--- config.mk ---
export PLATFORM = sky130hd
export DESIGN_NAME = tcl_ram
export DESIGN_NICKNAME = d
export VERILOG_FILES = /design/src/rtl/tcl_ram.sv
export SDC_FILE = /design/constraint.sdc
export NUM_CORES = 2
export LEC_CHECK = 0
export BUFFER_PORTS_ARGS = -buffer_cell sky130_fd_sc_hd__clkbuf_2
export CAP_MARGIN = 20
export CORE_ASPECT_RATIO = 1.75
export CORE_UTILIZATION = 63
export DETAILED_ROUTE_END_ITERATION = 6
export GPL_TIMING_DRIVEN = 0
export PLACE_DENSITY = 0.78
export SYNTH_ARGS = -nofsm -noshare
export SYNTH_HDL_FRONTEND = slang
export SYNTH_SLANG_ARGS = --single-unit
export TNS_END_PERCENT = 20
--- constraint.sdc ---
create_clock -name clk -period 3.8 [get_ports clk]
set_input_delay 0.19 -clock clk [delete_from_list [all_inputs] [get_ports clk]]
set_output_delay 0.19 -clock clk [all_outputs]
set_load 0.02 [all_outputs]
--- src/rtl/tcl_ram.sv ---
// ============================================================================
// tcl_ram
// Generic single-port synchronous RAM, write and registered read on one
// address, read data in the cycle after the address.
// ============================================================================
`default_nettype none

module tcl_ram #(
    parameter int WIDTH = 16,
    parameter int DEPTH = 256
) (
    input  wire logic                     clk,
    input  wire logic                     we,
    input  wire logic [$clog2(DEPTH)-1:0] addr,
    input  wire logic [WIDTH-1:0]         wdata,
    output logic      [WIDTH-1:0]         rdata
);

    logic [WIDTH-1:0] mem [DEPTH];
    logic [WIDTH-1:0] rdata_reg;

    // write port
    always_ff @(posedge clk)
    begin
        if (we)
        begin
            mem[addr] <= wdata;
        end
    end

    // registered read
    always_ff @(posedge clk)
    begin
        rdata_reg <= mem[addr];
    end

    assign rdata = rdata_reg;

endmodule

`default_nettype wire

==> impl_metrics.py <==
metrics = {
    "status": {
        "status": "complete, but fails checks",
        "failed_checks": "capacitance limit, slew limit, setup timing",
    },
    "route": {
        "drc": 0,
        "antenna_left": 0,
        "num_vias": 80400,
        "wl_met2_microns": 227000,
        "dr.pass1.iters": 6,
        "totalWireLength_microns": 465000,
        "drt_iter0_drc": 12900,
        "detail_route.wl_per_cell_microns": 42.6,
        "drt-met1-wl_microns": 130000,
        "met3WireLength_microns": 53700,
        "highest_layer": "met5",
        "viasPerCell": 7.36,
    },
    "critical_path": {
        "r2r_cells": 7,
        "cp.required_ns": 4.42,
        "r2r_slack_ns": 0.20,
        "start_kind": "primary input",
        "path_class": "primary input to flip-flop",
        "r2r_end": "rdata[5]",
        "cp_num_buf_inv": 6,
        "cp_data_arrival_time_ns": 4.87,
        "regToRegStartpoint": "mem[62][5]",
        "cp_top_family": "buffers and inverters",
        "slowest_stage": "buf_1",
        "worstPathMaxFanout": 10,
        "cpMostUsedCell": "clkbuf_1",
        "crit_chain": "clkbuf_1 -> buf_4 -> clkbuf_1 -> buf_8 -> buf_1 -> mux4_2 -> a22oi_1 -> a21oi_1 -> o41ai_1 -> buf_2 -> nand4_1",
        "worst_setup_path_end_kind": "flip-flop",
        "max_stage_delay_ns": 0.68,
    },
    "synth": {
        "yosysMostFrequentCell": "edfxtp_1",
        "syn_inst": 6727,
        "synth_top_flop_cell": "edfxtp_1",
        "ys_ff_latch": 4112,
        "synthArstFlopShare": 0,
        "yosys-top-cells-area": "edfxtp_1, mux4_2, a22oi_1",
        "synth_warnings": 0,
        "syn_avg_cell_area_sq_um": 23.1,
        "synth_cell_types": 22,
        "synth_enable_flop_cells": 4096,
        "synth_top_area_share": 0.791,
        "synthesis.area_sq_mm": 0.155,
        "synth_top_area_cell": "edfxtp_1",
        "synth-seq-area-share": 0.794,
        "syn-num-nets": 6753,
        "synth_common_cells": "edfxtp_1, mux4_2, a22oi_1",
    },
    "timing": {
        "min_period_over_period": 1.12,
        "fin_ws_ns": -0.452,
        "setup_tns_ns": -68.14,
        "skew_ns": 0.0714,
        "post-route-min-period_ns": 4.25,
        "fmax_mhz": 235,
        "drv_slew": 2,
        "hold_viol": 0,
        "setup_viol_count_final": 650,
        "rsz0062_at_grt": "yes",
        "worst_slew_pin_slew_ns": 1.64,
        "slew-limit-headroom": -0.0952,
    },
    "floorplan": {
        "dieArea_sq_mm": 0.249,
        "fp.dieH_microns": 659,
        "start_util": 0.635,
        "fp.dieW_microns": 377,
        "placementRows": 240,
        "io_pins": 42,
        "core_sq_mm": 0.245,
    },
    "grt": {
        "grt.overflow.total": 0,
        "grt_max_degree": 145,
        "grt_usage": 0.379,
        "grt_first_pass_wirelength_microns": 637000,
        "antenna_found_initial": 37,
        "grt_pass1_vias": 81800,
    },
    "clock_network": {
        "clkTransAtPathRegs_ns": 0.07,
        "cts.sinks": 4112,
        "htreeDepth": 5,
        "insertion_delay_ns": 0.95,
        "cts_buffers": 343,
        "cts-root-buf": "clkbuf_16",
        "clk_path_buf_depth": 4,
        "cts_tree": "yes",
        "postCtsSetupRepairBufs": 0,
    },
    "finish": {
        "area_delta_synth_final_pct": 13.2,
        "largest_register_ffs": 4096,
        "fillCellCount": 12800,
        "layout-drive-gt1-share": 0.292,
        "fin_nets": 7388,
    },
    "place": {
        "gp_congestion": 0.981,
        "dpl.hpwl_microns": 292000,
        "port_buffers": 37,
    },
    "power_and_ir_drop": {
        "ir_drop_v": 0.000414,
        "power.density_mw_per_mm2": 517,
        "finalPower_mw": 90.9,
        "leakagePower_nw": 53.6,
    },
    "worst_hold_path": {
        "holdPathStages": 1,
        "hold_path.class": "primary input to flip-flop",
        "min_from": "wdata[3]",
        "worstHoldEndpoint": "mem[159][3]",
    },
    "flow_run": {
        "maxCapViolCount": 1,
    },
}
[final cells by class]
class | count | area (sq um) | area share
antenna | 21 | 52.6 | 0.000299
clock buffer | 404 | 8950 | 0.0509
tap | 3267 | 4090 | 0.0232
clock inverter | 217 | 2100 | 0.0119
sequential | 4112 | 123000 | 0.701
buffer | 418 | 1990 | 0.0113
inverter | 1 | 3.75 | 0.0000213
multi-input combinational | 2194 | 31400 | 0.178
timing repair buffer | 292 | 4050 | 0.0230
[worst max-delay path by stage]
stage / from / endpoint / depth (start not counted)
after CTS: addr[3] / mem[185][14] / 11
after floorplan: addr[0] / mem[145][0] / 7
after global placement: addr[3] / mem[66][0] / 7
final: addr[1] / rdata[1] / 11
after detailed placement: addr[3] / mem[190][7] / 11
after global routing: addr[1] / rdata[1] / 11
[worst reg2reg max path, stage by stage, from the launching register on]
cell and delay [ns]:
edfxtp_1 0.38, mux4_2 0.51, a22oi_1 0.49, a21oi_1 0.21, buf_6 0.20, o41ai_1 0.66
buf_2 0.31, nand4_1 0.52
[metrics by stage]
stage	utilization	cell area [sq um]	cells	setup slack, ns	hold slack, ns
finish	0.719	176000	10900	-0.452	0.0179
global route	0.719	176000	10900	-0.0906	0.0495
CTS	0.718	176000	10900	-0.133	0.00724
detailed placement	0.671	164000	10300	-2.15	0.471
global placement	0.652	160000	10000	-4.09	0.607
floorplan	-	155000	6727	0.912	0.289
[layout by cell type (no fill, tap or decap), types with 59 or more instances in the layout]
master,instances
a22oi_1,510
clkbuf_1,261
edfxtp_1,4096
buf_2,92
a21oi_1,254
mux4_2,1024
clkinv_1,78
nor2_2,155
clkinv_2,61
clkbuf_16,349
buf_6,80
buf_8,91
clkbuf_2,59
[where the power goes]
part,internal [mW],leakage [nW],total [mW],switching [mW]
clock,19.5,5.38,35.8,16.4
combinational,1.54,11.3,5.02,3.48
sequential,50.0,36.9,50.0,0.0365
total,71.0,53.6,90.9,19.9
[cells by family after synthesis]
family                 count (synthesis)  share of synthesized area
buffers and inverters                421                     0.0124
multiplexers                        1024                      0.148
AND/OR/NAND/NOR                      338                    0.00907
flip-flops                          4112                      0.794
AO/OA/AOI/OAI                        832                     0.0366
[layer usage]
layer  global-route usage  up-vias
met2                0.610     7041
met3               0.0984     1864
met5                    0        -
li1                     -    30300
met1                0.410    41200
met4                0.351       30
[repair_timing]
item,4_1_cts,5_1_grt
endpoints found under the hold margin,545,0
pin swaps,0,1
setup endpoints to repair,2373,874
resized for setup,71,38
hold buffers,10,0
Power figures use the tool's default switching activity.
