File: src/rtl/tcl_pkg.sv
// ============================================================================
// tcl_pkg
// Shared types and constants of the trie child lookup core: table sizes,
// command and status codes, memory port bundles and the result word.
// ============================================================================
`default_nettype none

package tcl_pkg;

    // table geometry
    localparam int MAX_NODES    = 4096;
    localparam int TOKEN_BITS   = 16;
    localparam int OFFSET_DEPTH = MAX_NODES + 1;
    localparam int EDGE_DEPTH   = MAX_NODES - 1;
    localparam int OFF_AW       = $clog2(OFFSET_DEPTH);
    localparam int EDGE_AW      = $clog2(EDGE_DEPTH);

    // field widths
    localparam int ENTRY_W  = 12;
    localparam int CMD_W    = 2;
    localparam int INDEX_W  = 13;
    localparam int VALUE_W  = 16;
    localparam int STATE_W  = 12;
    localparam int TOKEN_W  = 16;
    localparam int STATUS_W = 2;
    localparam int NCOUNT_W = 13;
    localparam int TCOUNT_W = 16;
    localparam int CFG_IW   = 1;
    localparam int CFG_DW   = 16;

    // command codes
    localparam logic [CMD_W-1:0] CMD_WR_OFFSET = 2'd0;
    localparam logic [CMD_W-1:0] CMD_WR_EDGE   = 2'd1;
    localparam logic [CMD_W-1:0] CMD_LOOKUP    = 2'd2;

    // status codes
    localparam logic [STATUS_W-1:0] ST_OK    = 2'd0;
    localparam logic [STATUS_W-1:0] ST_MISS  = 2'd1;
    localparam logic [STATUS_W-1:0] ST_RANGE = 2'd2;

    // configuration register indexes
    localparam logic [CFG_IW-1:0] CFG_NODE_COUNT  = 1'b0;
    localparam logic [CFG_IW-1:0] CFG_TOKEN_COUNT = 1'b1;

    // controller phases
    typedef enum logic [1:0] {
        PH_IDLE,
        PH_BEGIN,
        PH_END,
        PH_SEARCH
    } phase_t;

    typedef struct packed {
        logic [NCOUNT_W-1:0] node_count;
        logic [TCOUNT_W-1:0] token_count;
    } cfg_t;

    typedef struct packed {
        logic              we;
        logic [OFF_AW-1:0] addr;
        logic [ENTRY_W-1:0] wdata;
    } off_port_t;

    typedef struct packed {
        logic                 we;
        logic [EDGE_AW-1:0]   addr;
        logic [TOKEN_BITS-1:0] wdata;
    } edge_port_t;

    typedef struct packed {
        logic                done;
        logic [STATUS_W-1:0] status;
        logic [STATE_W-1:0]  child_state;
        logic                has_children;
    } result_t;

endpackage

`default_nettype wire

File: src/rtl/tcl_ctrl.sv
// ============================================================================
// tcl_ctrl
// Command sequencer: table writes, the two offset reads and the bisection
// over the edge token memory, one probe per cycle, plus the result register.
// ============================================================================
`default_nettype none

module tcl_ctrl
    import tcl_pkg::*;
(
    input  wire logic                  clk,
    input  wire logic                  rst_n,
    input  wire logic                  start,
    input  wire logic [CMD_W-1:0]      command,
    input  wire logic [INDEX_W-1:0]    index,
    input  wire logic [VALUE_W-1:0]    value,
    input  wire logic [STATE_W-1:0]    state,
    input  wire logic                  state_is_invalid,
    input  wire logic [TOKEN_W-1:0]    token,
    input  wire cfg_t                  cfg,
    input  wire logic [ENTRY_W-1:0]    off_rdata,
    input  wire logic [TOKEN_BITS-1:0] edge_rdata,
    output off_port_t                  off_port,
    output edge_port_t                 edge_port,
    output logic                       busy,
    output result_t                    result
);

    phase_t phase_reg, phase_next;

    logic [STATE_W-1:0]    node_reg;
    logic [TOKEN_BITS-1:0] token_reg;
    logic                  token_ok_reg;
    logic [ENTRY_W-1:0]    begin_reg, begin_next;
    logic [ENTRY_W-1:0]    lo_reg, lo_next;
    logic [ENTRY_W-1:0]    hi_reg, hi_next;
    logic [ENTRY_W-1:0]    mid_reg, mid_next;
    logic                  hit_reg, hit_next;
    logic                  match_reg, match_next;
    logic                  has_reg, has_next;
    result_t               res_reg, res_next;

    logic                  accept;
    logic                  is_lookup;
    logic                  token_ok;
    logic                  state_ok;
    logic                  lookup_go;
    logic [ENTRY_W-1:0]    end_c;
    logic                  end_has;
    logic                  range_empty;
    logic [ENTRY_W-1:0]    first_mid;
    logic                  probe_below;
    logic [ENTRY_W-1:0]    s_lo, s_hi, s_mid;
    logic                  s_hit, s_match;
    logic                  search_more;

    // decode of the accepted word
    assign accept    = start && (phase_reg == PH_IDLE);
    assign busy      = (phase_reg != PH_IDLE);
    assign is_lookup = (command == CMD_LOOKUP);
    assign token_ok  = (token < cfg.token_count);
    assign state_ok  = ({1'b0, state} < cfg.node_count)
                       && ({1'b0, state} < NCOUNT_W'(MAX_NODES));
    assign lookup_go = accept && is_lookup && !state_is_invalid && state_ok;

    // range setup once both offsets are in
    always_comb
    begin
        end_c       = (off_rdata > ENTRY_W'(EDGE_DEPTH)) ? ENTRY_W'(EDGE_DEPTH) : off_rdata;
        end_has     = (begin_reg != off_rdata);
        range_empty = !token_ok_reg || (end_c <= begin_reg);
        first_mid   = begin_reg + ((end_c - begin_reg) >> 1);
    end

    // one bisection step on the token that just came back
    always_comb
    begin
        probe_below = (edge_rdata < token_reg);
        if (probe_below)
        begin
            s_lo    = ENTRY_W'(mid_reg + 1'b1);
            s_hi    = hi_reg;
            s_hit   = hit_reg;
            s_match = match_reg;
        end
        else
        begin
            s_lo    = lo_reg;
            s_hi    = mid_reg;
            s_hit   = 1'b1;
            s_match = (edge_rdata == token_reg);
        end
        s_mid       = s_lo + ((s_hi - s_lo) >> 1);
        search_more = (s_lo < s_hi);
    end

    // next phase
    always_comb
    begin
        phase_next = phase_reg;
        case (phase_reg)
            PH_IDLE:
            begin
                if (lookup_go)
                begin
                    phase_next = PH_BEGIN;
                end
            end
            PH_BEGIN:
            begin
                phase_next = PH_END;
            end
            PH_END:
            begin
                phase_next = range_empty ? PH_IDLE : PH_SEARCH;
            end
            PH_SEARCH:
            begin
                phase_next = search_more ? PH_SEARCH : PH_IDLE;
            end
            default:
            begin
                phase_next = PH_IDLE;
            end
        endcase
    end

    // memory ports, search registers and result word
    always_comb
    begin
        off_port.we     = 1'b0;
        off_port.addr   = {1'b0, state};
        off_port.wdata  = value[ENTRY_W-1:0];
        edge_port.we    = 1'b0;
        edge_port.addr  = mid_reg;
        edge_port.wdata = value[TOKEN_BITS-1:0];
        begin_next      = begin_reg;
        lo_next         = lo_reg;
        hi_next         = hi_reg;
        mid_next        = mid_reg;
        hit_next        = hit_reg;
        match_next      = match_reg;
        has_next        = has_reg;
        res_next        = '0;
        case (phase_reg)
            PH_IDLE:
            begin
                if (accept)
                begin
                    if (command == CMD_WR_OFFSET)
                    begin
                        off_port.we   = ({1'b0, index} < (INDEX_W+1)'(OFFSET_DEPTH));
                        off_port.addr = OFF_AW'(index);
                    end
                    else if (command == CMD_WR_EDGE)
                    begin
                        edge_port.we   = ({1'b0, index} < (INDEX_W+1)'(EDGE_DEPTH));
                        edge_port.addr = index[EDGE_AW-1:0];
                    end
                    // words that end before any table read: writes, unused commands and rejected lookups
                    if (!is_lookup)
                    begin
                        res_next.done   = 1'b1;
                        res_next.status = ST_OK;
                    end
                    else if (state_is_invalid)
                    begin
                        res_next.done   = 1'b1;
                        res_next.status = ST_MISS;
                    end
                    else if (!state_ok)
                    begin
                        res_next.done   = 1'b1;
                        res_next.status = token_ok ? ST_RANGE : ST_MISS;
                    end
                end
            end
            PH_BEGIN:
            begin
                off_port.addr = OFF_AW'({1'b0, node_reg} + 1'b1);
                begin_next    = off_rdata;
            end
            PH_END:
            begin
                has_next = end_has;
                if (range_empty)
                begin
                    res_next.done         = 1'b1;
                    res_next.status       = ST_MISS;
                    res_next.has_children = end_has;
                end
                else
                begin
                    lo_next        = begin_reg;
                    hi_next        = end_c;
                    mid_next       = first_mid;
                    hit_next       = 1'b0;
                    match_next     = 1'b0;
                    edge_port.addr = first_mid;
                end
            end
            PH_SEARCH:
            begin
                lo_next        = s_lo;
                hi_next        = s_hi;
                mid_next       = s_mid;
                hit_next       = s_hit;
                match_next     = s_match;
                edge_port.addr = s_mid;
                if (!search_more)
                begin
                    // lo meets hi: a hit on the last lowered bound decides
                    res_next.done         = 1'b1;
                    res_next.has_children = has_reg;
                    if (s_hit && s_match)
                    begin
                        res_next.status      = ST_OK;
                        res_next.child_state = STATE_W'(s_lo + 1'b1);
                    end
                    else
                    begin
                        res_next.status = ST_MISS;
                    end
                end
            end
            default:
            begin
                res_next = '0;
            end
        endcase
    end

    // control state and result word
    always_ff @(posedge clk or negedge rst_n)
    begin
        if (!rst_n)
        begin
            phase_reg <= PH_IDLE;
            res_reg   <= '0;
        end
        else
        begin
            phase_reg <= phase_next;
            res_reg   <= res_next;
        end
    end

    // datapath registers
    always_ff @(posedge clk)
    begin
        if (lookup_go)
        begin
            node_reg     <= state;
            token_reg    <= token[TOKEN_BITS-1:0];
            token_ok_reg <= token_ok;
        end
        begin_reg <= begin_next;
        lo_reg    <= lo_next;
        hi_reg    <= hi_next;
        mid_reg   <= mid_next;
        hit_reg   <= hit_next;
        match_reg <= match_next;
        has_reg   <= has_next;
    end

    assign result = res_reg;

    // bisection bounds stay ordered while probing
    a_bounds_ordered: assert property (@(posedge clk) disable iff (!rst_n)
        (phase_reg == PH_SEARCH) |-> (lo_reg < hi_reg))
        else $error("search bounds crossed");

    // probing ends only with a result word
    a_search_exit: assert property (@(posedge clk) disable iff (!rst_n)
        (phase_reg == PH_SEARCH) |=> (phase_reg == PH_SEARCH) || res_reg.done)
        else $error("search left without a result");

    // a found child is never node zero
    a_child_nonzero: assert property (@(posedge clk) disable iff (!rst_n)
        (res_reg.done && res_reg.status == ST_OK && res_reg.has_children)
        |-> (res_reg.child_state != '0))
        else $error("found child is zero");

    // a found edge implies the node has edges
    a_found_has: assert property (@(posedge clk) disable iff (!rst_n)
        ($past(phase_reg) == PH_SEARCH && res_reg.done && res_reg.status == ST_OK)
        |-> res_reg.has_children)
        else $error("found edge on a childless node");

endmodule

`default_nettype wire

File: config.mk
export PLATFORM = sky130hd
export DESIGN_NAME = tcl_ctrl
export DESIGN_NICKNAME = d
export VERILOG_FILES = /design/src/rtl/tcl_pkg.sv /design/src/rtl/tcl_ctrl.sv
export SDC_FILE = /design/constraint.sdc
export NUM_CORES = 1
export LEC_CHECK = 0
export ABC_AREA = 1
export BUFFER_PORTS_ARGS = -buffer_cell sky130_fd_sc_hd__buf_2
export CELL_PAD_IN_SITES_DETAIL_PLACEMENT = 1
export CELL_PAD_IN_SITES_GLOBAL_PLACEMENT = 1
export CORE_ASPECT_RATIO = 0.8
export CORE_MARGIN = 2
export CORE_UTILIZATION = 41
export DETAILED_ROUTE_END_ITERATION = 8
export HOLD_SLACK_MARGIN = 0.06
export PLACE_DENSITY = 0.89
export SYNTH_ARGS = -nofsm -noshare
export SYNTH_HDL_FRONTEND = slang
export SYNTH_SLANG_ARGS = --single-unit
File: constraint.sdc
create_clock -name clk -period 6.3 [get_ports clk]
set_input_delay 0.63 -clock clk [delete_from_list [all_inputs] [get_ports clk]]
set_output_delay 0.63 -clock clk [all_outputs]
set_load 0.005 [all_outputs]
==> metrics.txt, run 1 <==
max_slew headroom=42.5%; Tcrit/Tclk final=between 90% and 100%; total track usage=a little over a quarter; post-route cell area=9980 um2; Reg2Reg Depth=28; CP max FO=11; setup slack, reg-to-reg=1390 ps; Clk Latency, worst-skew pair=360 ps; Worst setup SP type=input pin; crit path DAT=5160 ps; H-tree levels=3; Max VDD drop=240 uV; Placed Instance Area=9710 um2; Async SR Flop Fraction=a little under a fifth; synth top area cells=edfxtp_1 27%, ha_1 13%, nand2_1 10%; yosys synthesis warning count=0; core area=21400 um2; Top delay family on crit path=compound AO/OA/AOI/OAI gates; Rows=48; Starting Density=41.6%; total global routing overflow=0; Setup Skew=15.8 ps; syn_area_per_cell=7.80 um2; Cell variety after synth=53; n_diodes=0; outcome=finished clean; DRC errors left=0; max cap viols=0; CP bufs+invs=5; DR pass1 iterations=5; GPL Wtd Cong=around 0.9; Worst Slack Setup Final=just over 500 ps; flops & latches, synth=98; Clock transition at path regs=80 ps; Post-Route Setup TNS=0 ps; port bufs=~150; largest net degree at the start of global routing=31; Via density=about 5.5; syn_nets=1358; Num CTS Buffers=9; commonest non-fill, non-tap cells in the layout=242 x nand2_1, 174 x inv_1, 147 x buf_2, 91 x ha_1, 88 x a21oi_1; Final Hold Viols=0; Req. time, crit path=5670 ps; cell taking the most area after synthesis=edfxtp_1; Crit. End Element=output pin; Setup CP Type=in -> out; Placed Cells=1521; CTS root buffer=clkbuf_16; # IOs=192; drt total wl=29600 um; DR iter-0 viols=about 630; Finished Layout Cells=roughly 1500; Via Count=8488; vias in the first global route=8838; Routed wire per std cell=19.3 um; Seq/Total Area, Yosys=32.0%; fraction of layout cells with a size suffix above 1=18.9%; Setup crit start=edge_rdata[11]; DP HPWL=around 24000 um; first-pass GRT wire length=47000 um; fin nets=about 1500; die width=169 um; clk sinks=just under 100; Post-Syn Instances=1143; CP max stage delay=360 ps; hold_ws=214 ps; Post-Syn Area=slightly below 9000 um2; Worst-Margin Slew=862 ps; Final Max Tran Viols=0; post-synth top area share=a little over a quarter; CP max-delay cell=ha_1; worst r2r dst=mid_reg[9]$_DFFE_PP_; number of antenna violations at the first check in global routing=1; RSZ-0062 raised after global routing=no; area grow syn2layout=11.9%; CTS Buffer Depth=2; most common cell after layout, fill and taps aside=nand2_1; min cycle time layout=a little under 6000 ps; die area=~23000 um2; Die Span Y=136 um; ANT nets after route=0; Hold/Removal Path Class=in -> async; LEAKAGE=4.92 nW; CTS tree=built; # setup viols final=0; Max Clock Freq=173 MHz; RR Startpoint=token_reg[7]$_DFFE_PP_; Post-synth EDFFs=80; pwr/cell area=452 nW/um2; pre-CTS setup slack=426 ps; Main synth FF type=edfxtp_1
-- per-stage QoR --
step	utilization, %	total power (W)
after detailed placement	45.3	0.00389
after CTS	46.5	0.00446
final	46.5	0.00451
after global placement	45.3	0.00375
after floorplan	-	0.00298
after global routing	46.5	0.00485
-- kinds of logic after synthesis --
| family | count (synthesis) | synth area share (%) |
|---|---|---|
| and+or+nand+nor | 437 | 23.7 |
| buffers and inverters | 240 | 12.1 |
| xor gates and xnor gates | 36 | 3.53 |
| AOI/OAI and AO/OA | 237 | 15.0 |
| adders and majority gates | 95 | 13.7 |
| DFF | 98 | 32.0 |
-- repair_timing --
action                     in CTS  in global routing
setup buffers                   0                  0
setup endpoints to repair       0                  3
gates resized for setup         0                  4
hold buffers                    0                  0
-- worst max-delay path by stage --
stage	endpoint	slack [ps]	cells past startpoint
floorplan	edge_port[23]	1350	27
global placement	edge_port[25]	720	28
detailed placement	edge_port[25]	430	25
CTS	edge_port[25]	350	25
global route	edge_port[23]	8	29
finish	edge_port[25]	510	27
-- synth_stat cells (10+ instances only) --
cell type and number:
nand2_1 242, nor2_1 54, clkbuf_1 12, nand2_2 12, xor2_1 25, o21ai_0 90, o211ai_1 14, dfrtp_1 18
inv_1 174, a21oi_1 88, o21ai_1 10, nand3_1 50, xnor2_1 11, inv_2 10, nand4_1 25, buf_4 32
edfxtp_1 80, ha_1 91, nor3_1 14
-- layout make-up --
class                      count  area, um2
multi-input combinational    805       5000
clock inverter                 6       40.0
sequential                    98       2850
inverter                     184        691
fill                        2728      11500
clock buffer                  10        229
tap                          275        344
timing repair buffer         159        826
-- layer usage --
metal	up-vias	part of all wire, %	global-route usage [%]
met1	4095	43	34.4
met3	37	7.9	4.92
met5	-	0	0
met2	318	48	45.4
met4	0	1.6	5.94
li1	4038	-	-
-- power breakdown --
group	switching, W	internal (W)
sequential	0.000128	0.000887
combinational	0.00194	0.00102
clock	0.000270	0.000269
total	0.00234	0.00218
(Power assumes the default switching activity.)
==> inputs of run 2 (changes only) <==
--- a/config.mk
+++ b/config.mk
@@ -5,16 +5,16 @@
 export SDC_FILE = /design/constraint.sdc
 export NUM_CORES = 1
 export LEC_CHECK = 0
-export ABC_AREA = 1
 export BUFFER_PORTS_ARGS = -buffer_cell sky130_fd_sc_hd__buf_2
 export CELL_PAD_IN_SITES_DETAIL_PLACEMENT = 1
 export CELL_PAD_IN_SITES_GLOBAL_PLACEMENT = 1
 export CORE_ASPECT_RATIO = 0.8
 export CORE_MARGIN = 2
-export CORE_UTILIZATION = 41
+export CORE_UTILIZATION = 42
 export DETAILED_ROUTE_END_ITERATION = 8
 export HOLD_SLACK_MARGIN = 0.06
 export PLACE_DENSITY = 0.89
+export SETUP_SLACK_MARGIN = 0.5
 export SYNTH_ARGS = -nofsm -noshare
 export SYNTH_HDL_FRONTEND = slang
 export SYNTH_SLANG_ARGS = --single-unit
==> run 2 against run 1 <==
Compared with the run above:
- worst hold slack got worse by 20 ps
- sequential power shrank 27%
- die area decreased by 3.0%
- power down 48%
- register-to-register slack worse by 330 ps
- non-clock buffer count up 53
- clock skew decreased by 1.1 ps
- sequential share of layout area decreased by 2.4 points
- final area rose by 9.0%
- global-route usage is 2.4 points higher
- flip-flop and latch count stayed put
- clock-buffer cell count shrank 1
- critical endpoint is now edge_port[26]
- highest routed layer unchanged
==> metrics.txt, run 2 <==
outcome=finished clean; Setup Skew=between 10 and 15 ps; crit path DAT=5520 ps; Final Hold Viols=0; fraction of layout cells with a size suffix above 1=27.8%; commonest non-fill, non-tap cells in the layout=147 x buf_2, 113 x nand2_1, 89 x inv_1, 81 x ha_1, 80 x edfxtp_1; Max Clock Freq=163 MHz; Top delay family on crit path=compound AO/OA/AOI/OAI gates; max_slew headroom=about an eighth; CP Cell Sequence=inv_2 -> ha_4 -> a21oi_1 -> o21ai_0 -> a2bb2oi_4 -> and3_4 -> buf_12 -> buf_8 -> mux2_2 -> ha_1 -> o21a_1 -> o21ai_2 -> o311ai_2 -> o41ai_1 -> xnor2_1 -> ha_1 -> or2_2 -> a311o_1 -> o221ai_1 -> a31oi_1 -> buf_2; yosys synthesis warning count=0; Cell variety after synth=just over 70; die area=22300 um2; post-synth top area share=a little over a quarter; first-pass GRT wire length=around 50000 um; Placed Cells=1396; Clock transition at path regs=80 ps; # IOs=roughly 190; flops & latches, synth=about 100; min cycle time layout=6150 ps; vias in the first global route=between 9000 and 10000; LEAKAGE=between 4 and 5 nW; synth top area cells=edfxtp_1 27%, ha_1 13%, dfrtp_1 5.1%; Worst setup SP type=flop; core area=20700 um2; H-tree levels=3; DR pass1 iterations=5; Setup CP Type=reg -> out; clk sinks=98; DRC errors left=0; CTS root buffer=clkbuf_16; total track usage=about 29%; Seq/Total Area, Yosys=32.2%; Final Max Tran Viols=0; Post-Syn Area=8850 um2; Post-synth EDFFs=80; syn_area_per_cell=slightly below 9 um2; ANT nets after route=0; most frequent cells after synthesis=115 x nand2_1, 93 x inv_1, 91 x ha_1; Async SR Flop Fraction=18.4%; Rows=47; Req. time, crit path=approximately 5700 ps; total power=0.00235 W; CP max stage delay=460 ps; GPL Wtd Cong=0.959; fin nets=1393; # setup viols final=0; CTS Buffer Depth=2; most common cell after layout, fill and taps aside=buf_2; number of antenna violations at the first check in global routing=0; largest net degree at the start of global routing=52; Main synth FF type=edfxtp_1; Via density=6.14; hold_ws=194 ps; hold buffers post-CTS=0; die width=about 170 um; max cap viols=0; Post-Syn Instances=approximately 1000; Via Count=just under 9000; Routed wire per std cell=between 20 and 25 um; Seq. cell area=2850 um2; Post-Route Setup TNS=0 ps; Clk Latency, worst-skew pair=370 ps; n_diodes=0; Max VDD drop=137 uV; Worst-Margin Slew=~1300 ps; DP HPWL=24100 um; Hold/Removal Path Class=in -> async; most frequent CP cell=ha_1; pwr/cell area=216 nW/um2; CP bufs+invs=4; Num CTS Buffers=9; post-route cell area=10900 um2; Tcrit/Tclk final=a little over nine tenths; drt total wl=~34000 um; RSZ-0062 raised after global routing=yes; Die Span Y=134 um; Starting Density=42.8%; DR iter-0 viols=905; total global routing overflow=0; count leader, synth=nand2_1; Crit. End Element=output pin; area of the multi-input gates=5740 um2; Layout fillers=2455; syn_nets=1235; cell taking the most area after synthesis=edfxtp_1; area grow syn2layout=22.9%; port bufs=147; Finished Layout Cells=roughly 1500; Placed Instance Area=9780 um2; CP max FO=6; CP max-delay cell=edfxtp_1; CTS tree=built
## run 2: changes by cell type in the layout (fill, tap and decap cells not counted), sizes merged, moves of 14 or more
| cell | previous run | this run |
|---|---|---|
| nand2 | 263 | 115 |
| inv | 186 | 96 |
| buf | 159 | 212 |
| o21ai | 101 | 59 |
| xnor2 | 11 | 36 |
| nand3 | 55 | 32 |
| a21o | 4 | 25 |
| a21oi | 91 | 70 |
| mux2i | 0 | 20 |
| mux2 | 0 | 16 |
| a31oi | 4 | 18 |
| nor2b | 0 | 14 |
## run 2: worst paths after layout
path,slack [ps],cells after the start,from,end
min reg2reg,500,2,has_reg$_DFFE_PP_,result[0]$_DFF_PN0_
min in group clk,450,1,token[0],token_reg[0]$_DFFE_PP_
max in group asynchronous,5790,1,rst_n,phase_reg[1]$_DFFE_PN0P_
max,150,21,token_reg[7]$_DFFE_PP_,edge_port[26]
min,190,1,rst_n,result[11]$_DFF_PN0_
max reg2reg,1060,25,token_reg[7]$_DFFE_PP_,mid_reg[7]$_DFFE_PP_
## run 2: metal layers
metal	vias to the layer above	global-route usage, %	wire length, um
met5	-	0	0
met4	0	9.10	996
met3	75	5.96	3060
met2	425	47.9	15800
met1	4434	37.8	14000
li1	3981	-	-
## run 2: metrics by stage
stage	util, %	setup slack, ps
after floorplan	-	513
after global placement	47.2	137
after detailed placement	47.2	-10.6
after CTS	51.0	410
after global routing	52.6	-59.3
final	52.6	155
## run 2: cell families after synthesis
kind of cell,Yosys count,share of synthesized area (%)
and+or+nand+nor,321,17.3
buffers and inverters,159,8.22
xor gates and xnor gates,58,5.74
AOI/OAI and AO/OA,253,18.4
DFF,98,32.2
adders and majority gates,95,13.8
muxes,36,4.38
## run 2: cell type report
type	count	area share, %
tap	269	3.09
multi-input combinational	763	52.7
clock buffer	9	2.07
inverter	94	3.24
clock inverter	7	0.793
timing repair buffer	212	11.9
sequential	98	26.2
## run 2: worst register-to-register path, cell delays in order, from the launching register on
cell       delay (ps)
edfxtp_1          460
inv_2             120
ha_4              200
a21oi_1           250
o21ai_0           240
a2bb2oi_4         270
and3_4            260
buf_12            140
buf_8             140
mux2_2            370
ha_1              380
nand2_1           150
a21o_1            160
nand2b_1          100
xor2_1            150
ha_1              270
nor2_1            170
o2111ai_2         140
a21oi_1           220
xnor2_1            90
buf_4             150
buf_4             130
buf_4             120
buf_4             120
nor2_1            110
a31oi_1            60
## run 2: where the power goes
| part | leakage [nW] | internal, W | switching [W] |
|---|---|---|---|
| logic | 3.76 | 0.000455 | 0.000555 |
| registers | 0.970 | 0.000719 | 0.0000188 |
| clock network | 0.149 | 0.000317 | 0.000289 |
## run 2: timing repair
item	4_1_cts	5_1_grt
setup buffers	28	11
endpoints found under the setup margin	9	9
gates cloned	1	0
pin swaps	20	30
resized for setup	46	48
